### config.mk
export PLATFORM = sky130hd
export DESIGN_NAME = sliding_window_sample_stats_unit
export DESIGN_NICKNAME = d
export VERILOG_FILES = /design/src/hdl/swss_pkg.sv /design/src/hdl/swss_ring.sv /design/src/hdl/swss_div.sv /design/src/hdl/sliding_window_sample_stats_unit.sv
export SDC_FILE = /design/constraint.sdc
export NUM_CORES = 2
export LEC_CHECK = 0
export BUFFER_PORTS_ARGS = -buffer_cell sky130_fd_sc_hd__buf_2
export CORE_MARGIN = 4
export CORE_UTILIZATION = 50
export DETAILED_ROUTE_END_ITERATION = 10
export GPL_ROUTABILITY_DRIVEN = 0
export MAX_ROUTING_LAYER = met4
export PLACE_DENSITY = 0.66
export SETUP_SLACK_MARGIN = 0.4
export SYNTH_ARGS = -nofsm -noshare
export SYNTH_HDL_FRONTEND = slang
export SYNTH_SLANG_ARGS = --single-unit
export TNS_END_PERCENT = 30
### constraint.sdc
create_clock -name clk -period 16.3 [get_ports clk]
set_input_delay 4.89 -clock clk [delete_from_list [all_inputs] [get_ports clk]]
set_output_delay 4.89 -clock clk [all_outputs]
set_load 0.005 [all_outputs]
### src/hdl/swss_pkg.sv
`timescale 1ns / 1ps
// ----------------------------------------------------------------------------
// swss_pkg
// Shared widths, limits and sequencer states for the sliding window sample
// statistics unit.
// ----------------------------------------------------------------------------
package swss_pkg;

    localparam int SAMPLE_W    = 24;
    localparam int SUM_W       = 56;
    localparam int COUNT_W     = 32;
    localparam int QUOT_W      = 24;
    localparam int DIV_STEP_W  = 5;

    localparam logic [SUM_W-1:0]   SUM_MAX   = {SUM_W{1'b1}};
    localparam logic [COUNT_W-1:0] COUNT_MAX = {COUNT_W{1'b1}};

    typedef enum logic [2:0] {
        ST_IDLE,
        ST_WALK,
        ST_DIVW_START,
        ST_DIVW_WAIT,
        ST_DIVL_START,
        ST_DIVL_WAIT,
        ST_LOAD
    } state_t;

endpackage

### src/hdl/swss_ring.sv
`timescale 1ns / 1ps
// ----------------------------------------------------------------------------
// swss_ring
// Sample ring memory: one write port, one read port with registered data.
// ----------------------------------------------------------------------------
module swss_ring #(
    parameter int DEPTH = 64,
    parameter int AW    = $clog2(DEPTH)
) (
    input  logic                          clk,
    input  logic                          wr_en,
    input  logic [AW-1:0]                 wr_addr,
    input  logic [swss_pkg::SAMPLE_W-1:0] wr_data,
    input  logic                          rd_en,
    input  logic [AW-1:0]                 rd_addr,
    output logic [swss_pkg::SAMPLE_W-1:0] rd_data
);
    import swss_pkg::*;

    logic [SAMPLE_W-1:0] mem [DEPTH];
    logic [SAMPLE_W-1:0] rd_data_reg;

    always_ff @(posedge clk)
    begin
        if (wr_en)
        begin
            mem[wr_addr] <= wr_data;
        end
    end

    always_ff @(posedge clk)
    begin
        if (rd_en)
        begin
            rd_data_reg <= mem[rd_addr];
        end
    end

    assign rd_data = rd_data_reg;

endmodule

### src/hdl/swss_div.sv
`timescale 1ns / 1ps
// ----------------------------------------------------------------------------
// swss_div
// Restoring divider, one quotient bit per cycle. The quotient must fit in
// QUOT_W bits, which holds for every mean this block computes.
// ----------------------------------------------------------------------------
module swss_div (
    input  logic                         clk,
    input  logic                         rst_n,
    input  logic                         start,
    input  logic [swss_pkg::SUM_W-1:0]   dividend,
    input  logic [swss_pkg::COUNT_W-1:0] divisor,
    output logic                         busy,
    output logic                         done,
    output logic [swss_pkg::QUOT_W-1:0]  quotient
);
    import swss_pkg::*;

    logic                  busy_reg;
    logic                  done_reg;
    logic [DIV_STEP_W-1:0] step_reg;
    logic [SUM_W-1:0]      rem_reg;
    logic [SUM_W-1:0]      dsh_reg;
    logic [QUOT_W-1:0]     quot_reg;
    logic                  fits;

    assign fits = (rem_reg >= dsh_reg);

    always_ff @(posedge clk or negedge rst_n)
    begin
        if (!rst_n)
        begin
            busy_reg <= 1'b0;
            done_reg <= 1'b0;
            step_reg <= '0;
        end
        else
        begin
            done_reg <= 1'b0;
            if (start)
            begin
                busy_reg <= 1'b1;
                step_reg <= DIV_STEP_W'(QUOT_W - 1);
            end
            else if (busy_reg)
            begin
                step_reg <= step_reg - 1'b1;
                if (step_reg == '0)
                begin
                    busy_reg <= 1'b0;
                    done_reg <= 1'b1;
                end
            end
        end
    end

    always_ff @(posedge clk)
    begin
        if (start)
        begin
            rem_reg  <= dividend;
            dsh_reg  <= SUM_W'(divisor) << (QUOT_W - 1);
            quot_reg <= '0;
        end
        else if (busy_reg)
        begin
            if (fits)
            begin
                rem_reg <= rem_reg - dsh_reg;
            end
            dsh_reg  <= dsh_reg >> 1;
            quot_reg <= {quot_reg[QUOT_W-2:0], fits};
        end
    end

    assign busy     = busy_reg;
    assign done     = done_reg;
    assign quotient = quot_reg;

endmodule

### src/hdl/sliding_window_sample_stats_unit.sv
`timescale 1ns / 1ps
// ----------------------------------------------------------------------------
// sliding_window_sample_stats_unit
// Window and lifetime min, max and mean over a stream of 24-bit samples.
// ----------------------------------------------------------------------------
// Each accepted sample is written into a ring of the last WINDOW_DEPTH samples
// and yields one result beat. Each item is handled in these steps, in order:
// the accept, a walk of the ring one entry per cycle through its single
// registered read port, the window mean and then the lifetime mean in one
// shared restoring divider (a start, 24 quotient bits and a done strobe
// each), and a load of the output register, which waits while that register
// still holds a result that the result side has not taken.
// s_tready is high only between items; a finished result waits in the output
// register while the next sample is accepted.
module sliding_window_sample_stats_unit #(
    parameter int WINDOW_DEPTH = 64,
    localparam int FILL_W      = $clog2(WINDOW_DEPTH + 1),
    localparam int OUT_W       = ((6 * 24 + FILL_W + 7) / 8) * 8
) (
    input  logic             clk,
    input  logic             rst_n,
    input  logic             s_tvalid,
    output logic             s_tready,
    // sample_value
    input  logic [23:0]      s_tdata,
    output logic             m_tvalid,
    input  logic             m_tready,
    // window_min, window_max, window_mean, lifetime_min, lifetime_max,
    // lifetime_mean, window_fill, zero pad
    output logic [OUT_W-1:0] m_tdata
);
    import swss_pkg::*;

    localparam int AW    = (WINDOW_DEPTH > 1) ? $clog2(WINDOW_DEPTH) : 1;
    localparam int WSUM_W = SAMPLE_W + FILL_W;

    state_t state_reg;
    state_t state_next;

    logic [AW-1:0]       wp_reg;
    logic [FILL_W-1:0]   fill_reg;
    logic [SAMPLE_W-1:0] lmin_reg;
    logic [SAMPLE_W-1:0] lmax_reg;
    logic [SUM_W-1:0]    lsum_reg;
    logic [COUNT_W-1:0]  lcnt_reg;
    logic [SUM_W:0]      lsum_inc;

    logic [FILL_W-1:0]   walk_cnt_reg;
    logic                rd_valid_reg;
    logic [WSUM_W-1:0]   wsum_reg;
    logic [SAMPLE_W-1:0] wmin_reg;
    logic [SAMPLE_W-1:0] wmax_reg;
    logic [QUOT_W-1:0]   wmean_reg;
    logic [QUOT_W-1:0]   lmean_reg;

    logic                m_tvalid_reg;
    logic [OUT_W-1:0]    m_tdata_reg;

    logic                accept;
    logic                rd_en;
    logic [SAMPLE_W-1:0] rd_data;
    logic                div_start;
    logic                div_busy;
    logic                div_done;
    logic [SUM_W-1:0]    div_dividend;
    logic [COUNT_W-1:0]  div_divisor;
    logic [QUOT_W-1:0]   div_quot;
    logic                out_load;
    logic                walk_end;

    swss_ring #(
        .DEPTH (WINDOW_DEPTH),
        .AW    (AW)
    ) u_ring (
        .clk     (clk),
        .wr_en   (accept),
        .wr_addr (wp_reg),
        .wr_data (s_tdata),
        .rd_en   (rd_en),
        .rd_addr (walk_cnt_reg[AW-1:0]),
        .rd_data (rd_data)
    );

    swss_div u_div (
        .clk      (clk),
        .rst_n    (rst_n),
        .start    (div_start),
        .dividend (div_dividend),
        .divisor  (div_divisor),
        .busy     (div_busy),
        .done     (div_done),
        .quotient (div_quot)
    );

    assign accept   = s_tvalid && s_tready;
    assign walk_end = (walk_cnt_reg == fill_reg) && !rd_valid_reg;
    assign lsum_inc = {1'b0, lsum_reg} + (SUM_W + 1)'(s_tdata);

    always_comb
    begin
        state_next = state_reg;
        unique case (state_reg)
            ST_IDLE:       if (s_tvalid) state_next = ST_WALK;
            ST_WALK:       if (walk_end) state_next = ST_DIVW_START;
            ST_DIVW_START: state_next = ST_DIVW_WAIT;
            ST_DIVW_WAIT:  if (div_done) state_next = ST_DIVL_START;
            ST_DIVL_START: state_next = ST_DIVL_WAIT;
            ST_DIVL_WAIT:  if (div_done) state_next = ST_LOAD;
            ST_LOAD:       if (!m_tvalid_reg || m_tready) state_next = ST_IDLE;
            default:       state_next = ST_IDLE;
        endcase
    end

    always_comb
    begin
        s_tready     = (state_reg == ST_IDLE);
        rd_en        = (state_reg == ST_WALK) && (walk_cnt_reg < fill_reg);
        div_start    = (state_reg == ST_DIVW_START) || (state_reg == ST_DIVL_START);
        out_load     = (state_reg == ST_LOAD) && (!m_tvalid_reg || m_tready);
        if (state_reg == ST_DIVL_START)
        begin
            div_dividend = lsum_reg;
            div_divisor  = lcnt_reg;
        end
        else
        begin
            div_dividend = SUM_W'(wsum_reg);
            div_divisor  = COUNT_W'(fill_reg);
        end
    end

    always_ff @(posedge clk or negedge rst_n)
    begin
        if (!rst_n)
        begin
            state_reg    <= ST_IDLE;
            wp_reg       <= '0;
            fill_reg     <= '0;
            lmin_reg     <= '1;
            lmax_reg     <= '0;
            lsum_reg     <= '0;
            lcnt_reg     <= '0;
            walk_cnt_reg <= '0;
            rd_valid_reg <= 1'b0;
            m_tvalid_reg <= 1'b0;
        end
        else
        begin
            state_reg <= state_next;
            if (accept)
            begin
                if (s_tdata < lmin_reg) lmin_reg <= s_tdata;
                if (s_tdata > lmax_reg) lmax_reg <= s_tdata;
                if (lcnt_reg != COUNT_MAX)
                begin
                    lcnt_reg <= lcnt_reg + 1'b1;
                    lsum_reg <= (lsum_inc > (SUM_W + 1)'(SUM_MAX)) ? SUM_MAX
                                                                  : lsum_inc[SUM_W-1:0];
                end
                wp_reg <= (wp_reg == AW'(WINDOW_DEPTH - 1)) ? '0 : wp_reg + 1'b1;
                if (fill_reg != FILL_W'(WINDOW_DEPTH))
                begin
                    fill_reg <= fill_reg + 1'b1;
                end
                walk_cnt_reg <= '0;
                rd_valid_reg <= 1'b0;
            end
            else if (state_reg == ST_WALK)
            begin
                rd_valid_reg <= rd_en;
                if (rd_en)
                begin
                    walk_cnt_reg <= walk_cnt_reg + 1'b1;
                end
            end
            if (out_load)
            begin
                m_tvalid_reg <= 1'b1;
            end
            else if (m_tready)
            begin
                m_tvalid_reg <= 1'b0;
            end
        end
    end

    always_ff @(posedge clk)
    begin
        if (accept)
        begin
            wsum_reg <= '0;
            wmin_reg <= '1;
            wmax_reg <= '0;
        end
        else if ((state_reg == ST_WALK) && rd_valid_reg)
        begin
            wsum_reg <= wsum_reg + WSUM_W'(rd_data);
            if (rd_data < wmin_reg) wmin_reg <= rd_data;
            if (rd_data > wmax_reg) wmax_reg <= rd_data;
        end
        if ((state_reg == ST_DIVW_WAIT) && div_done)
        begin
            wmean_reg <= div_quot;
        end
        if ((state_reg == ST_DIVL_WAIT) && div_done)
        begin
            lmean_reg <= div_quot;
        end
        if (out_load)
        begin
            m_tdata_reg <= OUT_W'({fill_reg, lmean_reg, lmax_reg, lmin_reg,
                                   wmean_reg, wmax_reg, wmin_reg});
        end
    end

    assign m_tvalid = m_tvalid_reg;
    assign m_tdata  = m_tdata_reg;

    a_accept_walk: assert property (@(posedge clk) disable iff (!rst_n)
        accept |=> (state_reg == ST_WALK))
        else $error("accepted sample did not start the ring walk");

    a_div_free: assert property (@(posedge clk) disable iff (!rst_n)
        div_start |-> !div_busy)
        else $error("divider started while busy");

    a_load_hold: assert property (@(posedge clk) disable iff (!rst_n)
        ((state_reg == ST_LOAD) && m_tvalid_reg && !m_tready) |=> (state_reg == ST_LOAD))
        else $error("result dropped while output register full");

    a_fill_range: assert property (@(posedge clk) disable iff (!rst_n)
        (fill_reg <= FILL_W'(WINDOW_DEPTH)) && (walk_cnt_reg <= fill_reg))
        else $error("fill or walk count out of range");

    a_mean_order: assert property (@(posedge clk) disable iff (!rst_n)
        m_tvalid_reg |-> ((m_tdata_reg[23:0] <= m_tdata_reg[71:48])
                       && (m_tdata_reg[71:48] <= m_tdata_reg[47:24])))
        else $error("window mean outside window min and max");

endmodule
# ---- Yosys cells after proc, flatten, opt, wreduce, memory -nomap -nowiden
# Memories as Yosys holds them, arrays and structs flattened. A register that Yosys moved wholly into a read port is not among the register bits.
# Index checks and enable logic that the tools add are counted.
dict set report word_totals {
  register_bits 581
  mem_count 1
  ramBits 1536
  elab_cells 113
  out_inout_bits 154
}
dict set report op_classes {
  n_lt_le_gt_ge 7
  n_addsub 8
  muxes 32
  n_reduce_logical 27
  eq_ne 15
}
# name words word_bits rd rd_clocked_by_memory_dff write_ports line_no
set mem_list {}
lappend mem_list {u_ring.mem 64 24 1 1 1 swss_ring.sv:20} ;# logic [SAMPLE_W-1:0] mem [DEPTH];
# operator count
set op_table {}
lappend op_table {{$mux 56} 5}
lappend op_table {{$mux 55} 2}
lappend op_table {{$add 56x24->57} 1}
lappend op_table {{$gt 57x56->1 const B} 1}
lappend op_table {{$ge 56x55->1} 1}
lappend op_table {{$sub 56x55->56} 1}
lappend op_table {{$gt 24x24->1} 2}
lappend op_table {{$lt 24x24->1} 2}
lappend op_table {{$add 32x1->32 const B} 1}
lappend op_table {{$mux 32} 1}
lappend op_table {{$ne 32x32->1 const B} 1}
lappend op_table {{$add 31x24->31} 1}
lappend op_table {{$mux 7} 3}
lappend op_table {{$pmux 3 s7} 1}
lappend op_table {{$reduce_and 2->1} 8}
lappend op_table {{$mux 3} 5}
lappend op_table {{$add 7x1->7 const B} 2}
lappend op_table {{$mux 1} 12}
lappend op_table {{$mux 5} 2}
lappend op_table {{$reduce_bool 2->1} 5}
lappend op_table {{$eq 3x3->1 const B} 3}
lappend op_table {{$eq 7x7->1} 1}
lappend op_table {{$logic_and 1x1->1} 7}
lappend op_table {{$lt 7x7->1} 1}
lappend op_table {{14 further kinds} 20}

# ---- Logic depth before layout (Yosys ltp)
dict set report logic_depth {
  word_depth 5
  mapped_depth 13
}

# ---- Hierarchy
# Synthesis repeated with hierarchy kept, for this count alone.
dict set report unflattened {
  cells_unflattened 5533
  area_unflattened_um2 90121.4
}
# module seq_area_each_um2 n_inst cells_each area_per_inst_um2
set by_module_without_submodules {}
lappend by_module_without_submodules {swss_ring 46844.9 1 2610 59535.8}
lappend by_module_without_submodules {sliding_window_sample_stats_unit 11616.1 1 1888 21315.4}
lappend by_module_without_submodules {swss_div 3758.6 1 1035 9270.1}

# ---- Least setup slack after synthesis
# OpenSTA, ideal clock, no wires.
dict set report synth_path {
  path_type {in2reg}
  start {in m_tready}
  end {reg m_tdata_reg[0], in the netlist m_tdata[0], enable pin}
  slack_ns -0.478
  path_buffers 0
  t_required_ns 15.423
  setup_time_ns 0.877
  arrival_time_ns 15.901
  cell_stages 2
  cell_sequence {nand2b_1 > nor3b_1}
}
dict set report synth_via {
  elab_chain_len 2
}
# item line_no
set synth_lines {}
lappend synth_lines {{start, declared} sliding_window_sample_stats_unit.sv:27} ;# input logic m_tready,
lappend synth_lines {{$logic_or 1x1->1} sliding_window_sample_stats_unit.sv:119} ;# out_load = (state_reg == ST_LOAD) && (!m_tvalid_reg || m_tready);
lappend synth_lines {{$logic_and 1x1->1} sliding_window_sample_stats_unit.sv:119}
lappend synth_lines {{named net out_load} sliding_window_sample_stats_unit.sv:68} ;# logic out_load;
lappend synth_lines {{end signal, assigned} sliding_window_sample_stats_unit.sv:211} ;# m_tdata_reg <= OUT_W'({fill_reg, lmean_reg, lmax_reg, lmin_reg,
lappend synth_lines {{end, declared} sliding_window_sample_stats_unit.sv:57} ;# logic [OUT_W-1:0] m_tdata_reg;
# The timed path passes the listed nets, and every way through them passes these cells.
# A chain may end at the register's enable or synchronous reset.

# ---- Final worst setup path
dict set report layout_path {
  start {in s_tdata[1]}
  end {reg lsum_reg[32]}
}
dict set report layout_via {
  elab_chain_len 3
}
# item line_no
set layout_lines {}
lappend layout_lines {{start, declared} sliding_window_sample_stats_unit.sv:25} ;# input logic [23:0] s_tdata,
lappend layout_lines {{$add 56x24->57 (*)} sliding_window_sample_stats_unit.sv:97} ;# assign lsum_inc = {1'b0, lsum_reg} + (SUM_W + 1)'(s_tdata);
lappend layout_lines {{$gt 57x56->1} sliding_window_sample_stats_unit.sv:157} ;# lsum_reg <= (lsum_inc > (SUM_W + 1)'(SUM_MAX)) ? SUM_MAX
lappend layout_lines {{$mux 56 (*)} sliding_window_sample_stats_unit.sv:157}
lappend layout_lines {{end signal, assigned} sliding_window_sample_stats_unit.sv:157}
lappend layout_lines {{end, declared} sliding_window_sample_stats_unit.sv:44} ;# logic [SUM_W-1:0] lsum_reg;
# Every way passes the cells marked *; elsewhere a longest branch is shown, timed or not.

==> reports/metrics.cfg <==
[pwr]
vdd_drop_max_mv=0.08819
total_power_mw=10.73
leakage_nw=34.87
power_per_unit_of_standard_cell_area_mw_per_mm2=107.4

[clock_tree]
cts_setup_buffers=0
worst_skew_pair.late_latency_ns=0.85
post_cts_hold_buffer_count=0
cts_buffer_depth=3
clock_sink_count=2141
clockRootBuffer=sky130_fd_sc_hd__clkbuf_16
cts.reportedPaths.clkPinSlew_ns=0.06
cts-htree-levels=4
tritoncts=done
postCtsResizedCells=0
cts_inserted_buffers=210

[grt]
grt_antenna_before_repair=10
grt_remaining_overflow=0
grt_pass1_vias=47551
grt_pass1_wl_mm=339.0
gr-usage-all-layers_pct=26.05
grt_max_degree=152

[timing]
finalWorstPathRequiredPeriod_ns=8.332
finalHoldViolations=0
tightest_slew_ns=1.380
tns_ns=0
timing_max_transition_violations_final=0
grt_setup_unrepaired=false
final-setup-viol-count=0
worst_hold_slack_ns=0.4116
setup_ws_ns=7.968
fmax_ghz=0.1200
min_period_over_period_pct=51.12
maxSlewHeadroom_pct=7.884
skew_ns=0.05476

[synthesis]
ys.warnings.count=0
synthTopCellsByArea=sky130_fd_sc_hd__edfxtp_1, sky130_fd_sc_hd__mux4_2, sky130_fd_sc_hd__dfrtp_1, sky130_fd_sc_hd__ha_1, sky130_fd_sc_hd__dfxtp_1
synth-edff-count=1847
yosys.area.top_type=sky130_fd_sc_hd__edfxtp_1
syn-num-nets=5322
syn_area_mm2=0.08897
postSynthRegisterBits=2141
synth.distinct_cells=91
ffs_w_async_s_r_synth_pct=7.847
syn_avg_cell_area_um2=17.51
ys_dominant_reg_cell=sky130_fd_sc_hd__edfxtp_1
synth_largest_type_area_fraction_pct=62.34
sequential_element_share_of_the_synthesized_area_pct=69.94
netlist_instances=5080

[route]
first_pass_iters=5
top_signal_layer_used=met4
antenna_violating_nets_post_route=0
route.final.wire_length_mm=233.6
number_of_drc_violations_after_detailed_routing=0
vias=48815
drt-met1-wl_mm=95.22
initialDrtViolationCount=5970
route.detailed.wl_per_inst_um=29.58
avgViaCountPerCell=6.181
routed-wl-met2_mm=111.5
dr_wl_met3_mm=20.79

[critical_path]
crit_fanout=68
critPathCaptureType=register
setup.reg_to_reg.worst_slack_ns=10.81
worstReg2RegStart=walk_cnt_reg[1]
cp_slowest_cell=sky130_fd_sc_hd__a21oi_1
critPathMaxStageDelay_ns=0.78
critical_path.startpoint_type=input port
cp_data_required_time_ns=17.04
worst-r2r-cell-count=6
critical_path_data_arrival_time_ns=9.08
critical_path.n_buffers_inverters=3
worst_r2r_endpoint=u_ring.rd_data[5]
worst-setup-path-type=in -> reg
critical_path.top_delay_family=compound AO/OA/AOI/OAI gates
critical_path.cell_chain=buf_2 > buf_4 > inv_1 > fa_1 > nor2b_1 > o21a_1 > o21ai_0 > a21o_1 > a2111oi_2 > o21ai_0 > a21oi_1 > a31oi_1 > a31oi_1

[floorplanning]
floorplan.die.height_um=429.8
ioPinCount=182
start_util_pct=50.41
fp-row-count=154
die_area_mm2=0.1847
placeableCoreArea_mm2=0.1765
floorplan.die.width_um=429.8

[layout]
mostFrequentLayoutCell=sky130_fd_sc_hd__edfxtp_1
largest_register_ffs=1536
final_cell_count_no_fill=7898
layout_common_cells=sky130_fd_sc_hd__edfxtp_1, sky130_fd_sc_hd__mux4_2, sky130_fd_sc_hd__nor2_1, sky130_fd_sc_hd__ha_1, sky130_fd_sc_hd__clkbuf_16
layout_cell_share_with_drive_strength_beyond_1_pct=23.48
syn2layout_area_growth_pct=12.28
total_non_filler_cell_area_in_the_finished_layout_mm2=0.09989
layout.core_utilization_pct=56.59
finish.net_count=5615

[place]
place.detailed.hpwl_mm=140.9
port_buffers=180
dp_cells=7501
postPlaceCellArea_mm2=0.09324
detailedPlace.worstSlack_ns=7.166

[min_path]
worst_hold_startpoint=wmean_reg[1]
hold-path-endpoint=m_tdata[49]
min-delay-path-class=reg -> reg
whs_path_depth=0

[job]
cap_violations=0

[outcome]
outcome=complete, no violations

[power breakdown]
| group | switching (mW) | internal, mW | leakage, nW | total (mW) |
|---|---|---|---|---|
| clock network | 2.08 | 2.60 | 3.21 | 4.68 |
| registers | 0.00000000000000000527 | 5.94 | 19.9 | 5.94 |
| logic | 0.0970 | 0.0183 | 11.8 | 0.115 |
| total | 2.18 | 8.55 | 34.9 | 10.7 |
[layer usage]
metal  up-vias  global-route usage [%]
li1      20793                       -
met1     25473                   35.96
met3       331                   5.465
met2      2218                   40.21
met5         -                       -
met4         0                   6.420
[cell families after synthesis]
logic type      synth area share [%]
other cells                 0.004215
compound gates                 4.865
buf+inv                        1.854
flops                          69.94
xor+xnor                       1.280
mux                            14.64
fa+ha+maj                      3.035
simple gates                   4.384
[how the worst max path moves through the flow]
stage | start | endpoint | cells after the start
2_1_floorplan | m_tready | m_tdata[0] | 2
3_3_place_gp | s_tdata[1] | lsum_reg[54] | 13
5_1_grt | s_tdata[1] | lsum_reg[38] | 13
6_report | s_tdata[1] | lsum_reg[32] | 13
4_1_cts | s_tdata[1] | lsum_reg[54] | 13
3_5_place_dp | s_tdata[1] | lsum_reg[54] | 13
[cells in the mapped netlist (83+ instances only)]
library cell               count
sky130_fd_sc_hd__dfrtp_1     144
sky130_fd_sc_hd__clkbuf_1    141
sky130_fd_sc_hd__nor2_1      297
sky130_fd_sc_hd__nand2_1     211
sky130_fd_sc_hd__xnor2_1      83
sky130_fd_sc_hd__o21ai_0     156
sky130_fd_sc_hd__dfxtp_1     126
sky130_fd_sc_hd__ha_1        211
sky130_fd_sc_hd__a21oi_1     188
sky130_fd_sc_hd__mux4_2      504
sky130_fd_sc_hd__mux2i_1     101
sky130_fd_sc_hd__inv_1       192
sky130_fd_sc_hd__edfxtp_1   1847
[area by class of cell]
cell class	instances	area, um2
Clock inverter	108	1035
Inverter	192	720.7
Fill cell	13406	76610
Multi-Input combinational cell	2516	25400
Timing Repair Buffer	312	1951
Clock buffer	280	5589
Sequential cell	2141	62240
Tap cell	2340	2928
Antenna cell	9	22.52
[worst reg2reg max path: cells and delay by family, from the launching register on]
family / cells / cell delay [ns]
mux: 3 / 1.69
buf+inv: 3 / 2.64
flops: 1 / 0.87
No activity file was read; power rests on OpenSTA's default activity.
